[src/rtl/ccbcd_pkg.sv]
package ccbcd_pkg;

  // reset value of the divisor register
  localparam int unsigned RESET_DIVISOR = 500000;

  // elapsed hundredths per second, minute and hour
  localparam int unsigned PER_SECOND = 100;
  localparam int unsigned PER_MINUTE = 60 * PER_SECOND;
  localparam int unsigned PER_HOUR   = 60 * PER_MINUTE;

  // width of a hundredths count below one hour (360000 < 2**19)
  localparam int unsigned TICK_W = 19;

  // restoring steps for minutes and for seconds (each value is below 64)
  localparam int unsigned MIN_STEPS = 6;
  localparam int unsigned SEC_STEPS = 6;

  // one transaction in the split-up part of the pipeline
  typedef struct packed {
    logic [TICK_W-1:0] rest;
    logic [5:0]        mins;
    logic [5:0]        secs;
  } split_t;

  // value 0..99 to two packed bcd digits, tens by reciprocal of ten
  function automatic logic [7:0] to_bcd2(input logic [6:0] v);
    logic [14:0] prod;
    logic [3:0]  tens;
    logic [6:0]  units;
    prod  = 15'(v) * 15'd205;
    tens  = prod[14:11];
    units = v - (7'(tens) * 7'd10);
    return {tens, units[3:0]};
  endfunction

endpackage

[src/rtl/cycle_count_to_bcd_clock.sv]
// Stopwatch display converter.
// The input channel (in_valid / in_ready / in_elapsed_cycles) takes a sampled
// cycle count. The block divides it by cycles_per_hundredth, drops whole
// hours and returns minutes, seconds and hundredths as packed bcd digits on
// the output channel (out_valid / out_ready / out_*_bcd), one result per
// transaction and in order. A divisor of zero gives all-zero digits.
// The user must set the divisor through cfg_we / cfg_wdata only while no
// transaction is in flight; the block does not enforce this. It resets to 500000.
// The pipeline has one restoring divider stage per quotient bit, which also
// keeps the quotient modulo one hour, then six stages for minutes, six for
// seconds and one register for the bcd digits.
// Throughput is one transaction per cycle. All stages advance together:
// when the output holds a result that is not taken, the whole pipeline and
// in_ready stall, and nothing is lost or repeated.
// Reset (rst_n low at a clock edge) empties the pipeline and restores the
// divisor.
module cycle_count_to_bcd_clock #(
  parameter int COUNT_WIDTH = 31
) (
  input  logic                   clk,
  input  logic                   rst_n,
  input  logic                   cfg_we,
  input  logic [COUNT_WIDTH-1:0] cfg_wdata,
  input  logic                   in_valid,
  output logic                   in_ready,
  input  logic [COUNT_WIDTH-1:0] in_elapsed_cycles,
  output logic                   out_valid,
  input  logic                   out_ready,
  output logic [6:0]             out_minutes_bcd,
  output logic [6:0]             out_seconds_bcd,
  output logic [7:0]             out_hundredths_bcd
);

  localparam int W     = COUNT_WIDTH;
  localparam int TW    = ccbcd_pkg::TICK_W;
  localparam int NMIN  = ccbcd_pkg::MIN_STEPS;
  localparam int NPOST = ccbcd_pkg::MIN_STEPS + ccbcd_pkg::SEC_STEPS;
  localparam logic [63:0] RESET_DIV64 = 64'(ccbcd_pkg::RESET_DIVISOR);
  localparam logic [TW:0] HOUR_W      = (TW + 1)'(ccbcd_pkg::PER_HOUR);

  logic [W-1:0] divisor_r;
  logic         adv;

  // divider pipeline registers, index k holds the output of step k-1
  logic [W-1:0]  rem_r [1:W];
  logic [W-1:0]  dvd_r [1:W];
  logic [TW-1:0] qm_r  [1:W];
  logic          dvld_r [1:W];

  // split pipeline registers
  ccbcd_pkg::split_t post_r [1:NPOST];
  logic              pvld_r [1:NPOST];

  logic              out_valid_r;
  logic [6:0]        out_minutes_r;
  logic [6:0]        out_seconds_r;
  logic [7:0]        out_hundredths_r;

  // whole pipeline moves unless a finished result is waiting
  assign adv      = !out_valid_r || out_ready;
  assign in_ready = adv;

  // divisor register
  always_ff @(posedge clk) begin
    if (!rst_n) begin
      divisor_r <= RESET_DIV64[W-1:0];
    end else if (cfg_we) begin
      divisor_r <= cfg_wdata;
    end
  end

  // restoring division, one quotient bit per stage, quotient kept mod one hour
  for (genvar k = 0; k < W; k++) begin : g_div
    logic [W-1:0]  rem_in;
    logic [W-1:0]  dvd_in;
    logic [TW-1:0] qm_in;
    logic          vld_in;
    logic [W:0]    trial;
    logic [W:0]    diff;
    logic          qbit;
    logic [TW:0]   qm_sh;
    logic [TW:0]   qm_sub;

    if (k == 0) begin : g_src
      assign rem_in = '0;
      assign dvd_in = in_elapsed_cycles;
      assign qm_in  = '0;
      assign vld_in = in_valid;
    end else begin : g_src
      assign rem_in = rem_r[k];
      assign dvd_in = dvd_r[k];
      assign qm_in  = qm_r[k];
      assign vld_in = dvld_r[k];
    end

    assign trial  = {rem_in, dvd_in[W-1]};
    assign diff   = trial - {1'b0, divisor_r};
    assign qbit   = (trial >= {1'b0, divisor_r});
    assign qm_sh  = {qm_in, qbit};
    assign qm_sub = qm_sh - HOUR_W;

    always_ff @(posedge clk) begin
      if (!rst_n) begin
        dvld_r[k+1] <= 1'b0;
      end else if (adv) begin
        dvld_r[k+1] <= vld_in;
      end
    end

    always_ff @(posedge clk) begin
      if (adv) begin
        rem_r[k+1] <= qbit ? diff[W-1:0] : trial[W-1:0];
        dvd_r[k+1] <= {dvd_in[W-2:0], 1'b0};
        qm_r[k+1]  <= (qm_sh >= HOUR_W) ? qm_sub[TW-1:0] : qm_sh[TW-1:0];
      end
    end
  end

  // minutes then seconds by restoring subtraction of shifted constants
  for (genvar j = 0; j < NPOST; j++) begin : g_split
    localparam int unsigned STEP_INT = (j < NMIN)
        ? (ccbcd_pkg::PER_MINUTE << (NMIN - 1 - j))
        : (ccbcd_pkg::PER_SECOND << (NPOST - 1 - j));
    localparam logic [TW-1:0] STEP = TW'(STEP_INT);

    ccbcd_pkg::split_t cur;
    ccbcd_pkg::split_t nxt;
    logic              vld_in;
    logic              take;

    if (j == 0) begin : g_src
      assign cur    = '{rest: qm_r[W], mins: 6'd0, secs: 6'd0};
      assign vld_in = dvld_r[W];
    end else begin : g_src
      assign cur    = post_r[j];
      assign vld_in = pvld_r[j];
    end

    assign take = (cur.rest >= STEP);

    always_comb begin
      nxt      = cur;
      nxt.rest = take ? (cur.rest - STEP) : cur.rest;
      if (j < NMIN) begin
        nxt.mins = {cur.mins[4:0], take};
      end else begin
        nxt.secs = {cur.secs[4:0], take};
      end
    end

    always_ff @(posedge clk) begin
      if (!rst_n) begin
        pvld_r[j+1] <= 1'b0;
      end else if (adv) begin
        pvld_r[j+1] <= vld_in;
      end
    end

    always_ff @(posedge clk) begin
      if (adv) begin
        post_r[j+1] <= nxt;
      end
    end
  end

  // bcd digits into the output register, zero divisor gives zeros
  logic [7:0] min_bcd;
  logic [7:0] sec_bcd;
  logic [7:0] hun_bcd;
  logic       div_zero;

  assign div_zero = (divisor_r == '0);
  assign min_bcd  = ccbcd_pkg::to_bcd2({1'b0, post_r[NPOST].mins});
  assign sec_bcd  = ccbcd_pkg::to_bcd2({1'b0, post_r[NPOST].secs});
  assign hun_bcd  = ccbcd_pkg::to_bcd2(post_r[NPOST].rest[6:0]);

  always_ff @(posedge clk) begin
    if (!rst_n) begin
      out_valid_r <= 1'b0;
    end else if (adv) begin
      out_valid_r <= pvld_r[NPOST];
    end
  end

  always_ff @(posedge clk) begin
    if (adv) begin
      out_minutes_r    <= div_zero ? 7'd0 : min_bcd[6:0];
      out_seconds_r    <= div_zero ? 7'd0 : sec_bcd[6:0];
      out_hundredths_r <= div_zero ? 8'd0 : hun_bcd;
    end
  end

  assign out_valid          = out_valid_r;
  assign out_minutes_bcd    = out_minutes_r;
  assign out_seconds_bcd    = out_seconds_r;
  assign out_hundredths_bcd = out_hundredths_r;

  // quotient residue stays below one hour
  a_qm_range: assert property (@(posedge clk) disable iff (!rst_n)
    dvld_r[W] |-> (qm_r[W] < TW'(ccbcd_pkg::PER_HOUR)))
    else $error("quotient residue not below one hour");

  // after the minute steps less than one minute is left
  a_min_rest: assert property (@(posedge clk) disable iff (!rst_n)
    pvld_r[NMIN] |-> (post_r[NMIN].rest < TW'(ccbcd_pkg::PER_MINUTE)))
    else $error("minute split left a full minute");

  // after the second steps less than one second is left
  a_sec_rest: assert property (@(posedge clk) disable iff (!rst_n)
    pvld_r[NPOST] |-> (post_r[NPOST].rest < TW'(ccbcd_pkg::PER_SECOND)))
    else $error("second split left a full second");

  // hundredths digits are legal bcd, seconds and minutes tens digits are at most 5
  a_bcd_digits: assert property (@(posedge clk) disable iff (!rst_n)
    out_valid_r |-> (out_hundredths_r[3:0] <= 4'd9 && out_hundredths_r[7:4] <= 4'd9
                     && out_seconds_r[6:4] <= 3'd5 && out_minutes_r[6:4] <= 3'd5))
    else $error("output digit out of range");

  // pipeline only stalls behind an untaken result
  a_stall_cause: assert property (@(posedge clk) disable iff (!rst_n)
    !in_ready |-> (out_valid && !out_ready))
    else $error("input stalled without a held result");

endmodule
[config.mk]
export PLATFORM = sky130hd
export DESIGN_NAME = cycle_count_to_bcd_clock
export DESIGN_NICKNAME = d
export VERILOG_FILES = /design/src/rtl/ccbcd_pkg.sv /design/src/rtl/cycle_count_to_bcd_clock.sv
export SDC_FILE = /design/constraint.sdc
export NUM_CORES = 2
export LEC_CHECK = 0
export ABC_CLOCK_PERIOD_IN_PS = 76500
export BUFFER_PORTS_ARGS = -buffer_cell sky130_fd_sc_hd__buf_4
export CELL_PAD_IN_SITES_DETAIL_PLACEMENT = 2
export CELL_PAD_IN_SITES_GLOBAL_PLACEMENT = 2
export CORE_MARGIN = 5
export CORE_UTILIZATION = 25
export DETAILED_ROUTE_END_ITERATION = 10
export PLACE_DENSITY_LB_ADDON = 0.1
export REMOVE_ABC_BUFFERS = 1
export SLEW_MARGIN = 20
export SYNTH_ARGS = -nofsm -noshare
export SYNTH_HDL_FRONTEND = slang
export SYNTH_SLANG_ARGS = --single-unit
export TNS_END_PERCENT = 100
[constraint.sdc]
create_clock -name clk -period 76.5 [get_ports clk]
set_input_delay 7.65 -clock clk [delete_from_list [all_inputs] [get_ports clk]]
set_output_delay 7.65 -clock clk [all_outputs]
set_load 0.01 [all_outputs]
=== Word-level counts from Yosys, hierarchy flattened ===
Memory sizes are Yosys's and may differ from the RTL's. A register that Yosys moved wholly into a read port is not among the register bits.
Cells that the tools add are included.

* Output and inout bits: 24
* Input port bits: 67
* Logic and storage cells: 336
* Memories kept: 6
* Flip-flop bits (word level): 53
* Bits in writable memories: 2,895

{| class="wikitable"
|+ Memory list
! memory !! words !! bits a word !! read ports !! clocked after memory_dff !! wr ports !! RTL line !! text
|-
| rem_r || 31 || 31 || 30 || 0 || 31 || cycle_count_to_bcd_clock.sv:45 || <nowiki>logic [W-1:0] rem_r [1:W];</nowiki>
|-
| dvd_r || 31 || 30 || 30 || 0 || 31 || cycle_count_to_bcd_clock.sv:46 || <nowiki>logic [W-1:0] dvd_r [1:W];</nowiki>
|-
| qm_r || 31 || 19 || 31 || 0 || 31 || cycle_count_to_bcd_clock.sv:47 || <nowiki>logic [TW-1:0] qm_r [1:W];</nowiki>
|-
| post_r || 12 || 31 || 12 || 0 || 12 || cycle_count_to_bcd_clock.sv:51 || <nowiki>ccbcd_pkg::split_t post_r [1:NPOST];</nowiki>
|-
| dvld_r || 31 || 1 || 31 || 0 || 31 || cycle_count_to_bcd_clock.sv:48 || <nowiki>logic dvld_r [1:W];</nowiki>
|-
| pvld_r || 12 || 1 || 12 || 1 || 12 || cycle_count_to_bcd_clock.sv:52 || <nowiki>logic pvld_r [1:NPOST];</nowiki>
|}

* Reductions and logical operators: 4
* Muxes and demuxes: 122
* Magnitude comparators: 74
* $add $sub $neg: 77
* Multipliers: 6
* Bitwise logic cells: 43

{| class="wikitable"
|+ Operators by type and width
! operator !! count
|-
| two-way mux 31 bit || 31
|-
| >= comparator 32 x 31 -> 1 bit || 30
|-
| subtractor 31 bit || 30
|-
| two-way mux 19 bit || 43
|-
| >= comparator 20 x 19 -> 1 bit (second input constant) || 30
|-
| subtractor 19 bit (second input constant) || 30
|-
| two-way mux 1 bit || 48
|-
| OR 1 bit || 43
|-
| >= comparator 1 x 31 -> 1 bit || 1
|-
| logical NOT 31 bit || 1
|-
| subtractor 1 x 31 -> 31 bit || 1
|-
| multiplier 6 x 8 -> 14 bit (second input constant) || 2
|-
| >= comparator 1 x 19 -> 1 bit (second input constant) || 1
|-
| >= comparator 19 x 10 -> 1 bit (second input constant) || 1
|-
| >= comparator 19 x 11 -> 1 bit (second input constant) || 1
|-
| >= comparator 19 x 12 -> 1 bit (second input constant) || 1
|-
| >= comparator 19 x 13 -> 1 bit (second input constant) || 1
|-
| >= comparator 19 x 14 -> 1 bit (second input constant) || 1
|-
| >= comparator 19 x 15 -> 1 bit (second input constant) || 1
|-
| >= comparator 19 x 16 -> 1 bit (second input constant) || 1
|-
| >= comparator 19 x 17 -> 1 bit (second input constant) || 1
|-
| >= comparator 19 x 18 -> 1 bit (second input constant) || 1
|-
| >= comparator 19 x 7 -> 1 bit (second input constant) || 1
|-
| >= comparator 19 x 8 -> 1 bit (second input constant) || 1
|-
| 20 further kinds || 24
|}

=== Longest topological paths before layout ===
* Depth after elaboration: 6
* Gate-level depth with buffers: 20
* Depth with buffers taken out: 20

=== Least setup slack after synthesis ===
No wires, ideal clock.

* Path type: input-to-output
* From: in out_ready
* To: out in_ready
* Data arrival time: 65,160 ps
* Path buffers: 1
* Stages: 3
* Path slack: 3,690 ps
* Required time: 68,850 ps
* Cell sequence: nor2b_1 > inv_1 > clkbuf_1

* Cells in the longest elaborated chain, start to end: 1

{| class="wikitable"
|+ RTL lines
! element !! RTL line !! text
|-
| from (decl) || cycle_count_to_bcd_clock.sv:28 || <nowiki>input logic out_ready,</nowiki>
|-
| logical OR 1 bit || cycle_count_to_bcd_clock.sv:60 || <nowiki>assign adv = !out_valid_r || out_ready;</nowiki>
|-
| to (decl) || cycle_count_to_bcd_clock.sv:25 || <nowiki>output logic in_ready,</nowiki>
|}

Every way passes these cells.

=== Worst setup path after layout ===
Same ends and word-level chain as after synthesis.

==> impl_metrics.yaml <==
worst_setup_path:
  crit_path_max_fanout: 106
  critPathLaunchType: "input port"
  reg2reg_from: "divisor_r[2]$_SDFFE_PN0P_"
  crit_type: "input port to output port"
  worstSetupStartpoint: "out_ready"
  required_ns: 68.85
  cp-end-kind: "output port"
  worstPathArrival_ns: 9.10
floorplan:
  die_area_um2: 536000
  io-pin-count: 91
  rows: 265
  core_um2: 520000
  initial_utilization: 0.251
  die_x_um: 732
  die_h_um: 732
pwr:
  p_clk_frac: 0.203
  p_leak_uw: 0.0589
  intPower_uw: 3960
  switchingPower_uw: 2700
  peakVddDrop_mv: 0.0261
  power.total_uw: 6660
  seqPwrFrac: 0.333
  sw_frac_of_total: 0.405
  p_comb_frac: 0.464
  power.density_nw_per_um2: 44.6
final_layout:
  final_nets: 13200
  synthToLayoutAreaGrowth_pct: 14.6
  layout.cells.non_filler: 19200
  layout-drive-gt1-share: 0.0854
synthesis:
  async_reset_ff_frac: 0
  synth-edff-count: 2172
  ys_types: 96
  synth_area_leaders: "edfxtp_1, ha_1, xnor2_1"
  syn_area_um2: 130000
  ys_ff_latch: 2204
  synthCells: 11800
  yosysMostFrequentCell: "edfxtp_1"
  yosysWarnings: 0
  synth_commonest_cells: "edfxtp_1, ha_1, a21oi_1"
  yosysSeqAreaShare: 0.505
  synth_area_leader_cell: "edfxtp_1"
  avgSynthCellArea_um2: 11.1
  yosysTopAreaCellShare: 0.500
  synthFlopType: "edfxtp_1"
clocking:
  cts_buffers: 293
  clkLatencyLatePin_ns: 0.95
  htree_num_levels: 5
  cts_tree: "built"
  root_buffer: "clkbuf_16"
  clockBufferDepth: 4
  postCtsHoldBufs: 0
  post_cts_resize_count: 0
  path_clk_slew_ns: 0.06
  clock_sinks: 2204
  cts_setup_buffers: 0
global_route:
  grt_first_pass_wirelength_um: 673000
  first_global_vias: 103000
  grt_usage: 0.163
  grt_max_degree: 147
  antenna_found_initial: 37
  grt-ovfl-total: 0
routing:
  wl_um: 450000
  vias_per_cell: 4.88
  vias: 93700
  drc: 0
  drt_iter0_drc: 4585
  drt_pass1_iterations: 5
  final_antenna_net_count: 0
  wl_per_cell_um: 23.4
sta:
  fin_crit_ns: 16.75
  rsz0062_at_grt: "false"
  timing.fmax_mhz: 59.7
  final_max_slew_viol_count: 0
  finalCritPeriodShare: 0.219
  setup_viol: 0
  worst_pin_slew_ns: 1.09
  finalHoldViolations: 0
  hold_ws_ns: 0.379
  slew_headroom: 0.264
  fin_tns_setup_ns: 0
  setup_ws_ns: 59.75
  skew_ns: 0.0950
place:
  placed_cells: 18700
  preCtsSetupSlack_ns: 59.78
  place_congestion: 0.791
  dp_hpwl_um: 331000
  port_buffers: 90
status:
  status: "completed"
min_path:
  hp-class: "flop to flop"
  hp-start: "dvd_r[4][114]$_DFFE_PP_"
run:
  drv_cap: 0
## sequential cells by signal, summed over array words and instances (netlist names)
| signal | count |
|---|---|
| out_minutes_bcd | 7 |
| post_r | 294 |
| dvd_r | 465 |
| qm_r | 418 |
| out_seconds_bcd | 7 |
| out_hundredths_bcd | 8 |
| divisor_r | 31 |
| dvld_r | 31 |
| pvld_r | 12 |
| rem_r | 930 |
| out_valid | 1 |
## cell usage in the layout, fill, tap and decap left out, types with 233 or more instances in the layout
| cell | count |
|---|---|
| edfxtp_1 | 2172 |
| ha_1 | 1055 |
| a21oi_1 | 992 |
| nand2_1 | 965 |
| o21ai_0 | 854 |
| nor2_1 | 795 |
| xnor2_1 | 604 |
| xor2_1 | 426 |
| a21o_1 | 426 |
| inv_1 | 391 |
| clkbuf_16 | 299 |
| nor3_1 | 236 |
| buf_4 | 236 |
| nand3_1 | 235 |
| mux2_2 | 233 |
## stage by stage
step                      instance area [um2]   util
after floorplan                        129000      -
after global placement                 140000  0.269
after detailed placement               140000  0.269
after CTS                              149000  0.287
after global routing                   149000  0.287
final                                  149000  0.287
## final cells by class
cell class	instances	area (um2)
Antenna cell	5	12.5
Fill cell	56100	371000
Sequential cell	2204	65900
Clock inverter	165	1650
Clock buffer	362	7730
Multi-Input combinational cell	8870	62000
Timing Repair Buffer	240	1850
Inverter	425	1640
Tap cell	6942	8690
## path summary, 6_finish.rpt
kind                       endpoint  slack (ns)  cells past startpoint
max                        in_ready       59.75                      4
min          dvd_r[5][25]$_DFFE_PP_        0.38                      0
max reg2reg  qm_r[0][566]$_DFFE_PP_       70.04                     17
min reg2reg  dvd_r[5][25]$_DFFE_PP_        0.38                      0
## cells by family (layout without fill, tap and decap cells)
kind of cell | after synthesis | after routing | synth area share
mux | 281 | 281 | 0.0240
flops | 2204 | 2204 | 0.505
simple gates | 3241 | 3241 | 0.119
compound gates | 3211 | 3211 | 0.152
xor+xnor | 1030 | 1030 | 0.0692
fa+ha+maj | 1107 | 1107 | 0.109
other cells | 0 | 5 | 0
buf+inv | 699 | 1192 | 0.0206
## power by group through the flow
stage	registers, uW	logic (uW)	clock network, uW
2_1_floorplan	2080	2220	0
3_3_place_gp	2250	3050	0
3_5_place_dp	2250	3130	0
4_1_cts	2240	3160	1410
5_1_grt	2260	3470	1460
6_report	2220	3090	1350
## per-layer routing
metal  track usage  up-vias  part of all wire
li1              -    44700                 -
met1         0.210    47600              0.45
met2         0.292      960              0.50
met3        0.0143      490             0.023
met4        0.0408        0             0.026
met5             0        -                 0
## worst max-delay path, cell delays in order
cell and delay [ns]:
buf_4 0.11, nor2b_1 0.41, inv_8 0.29, buf_4 0.38
Power figures use the tool's default switching activity.
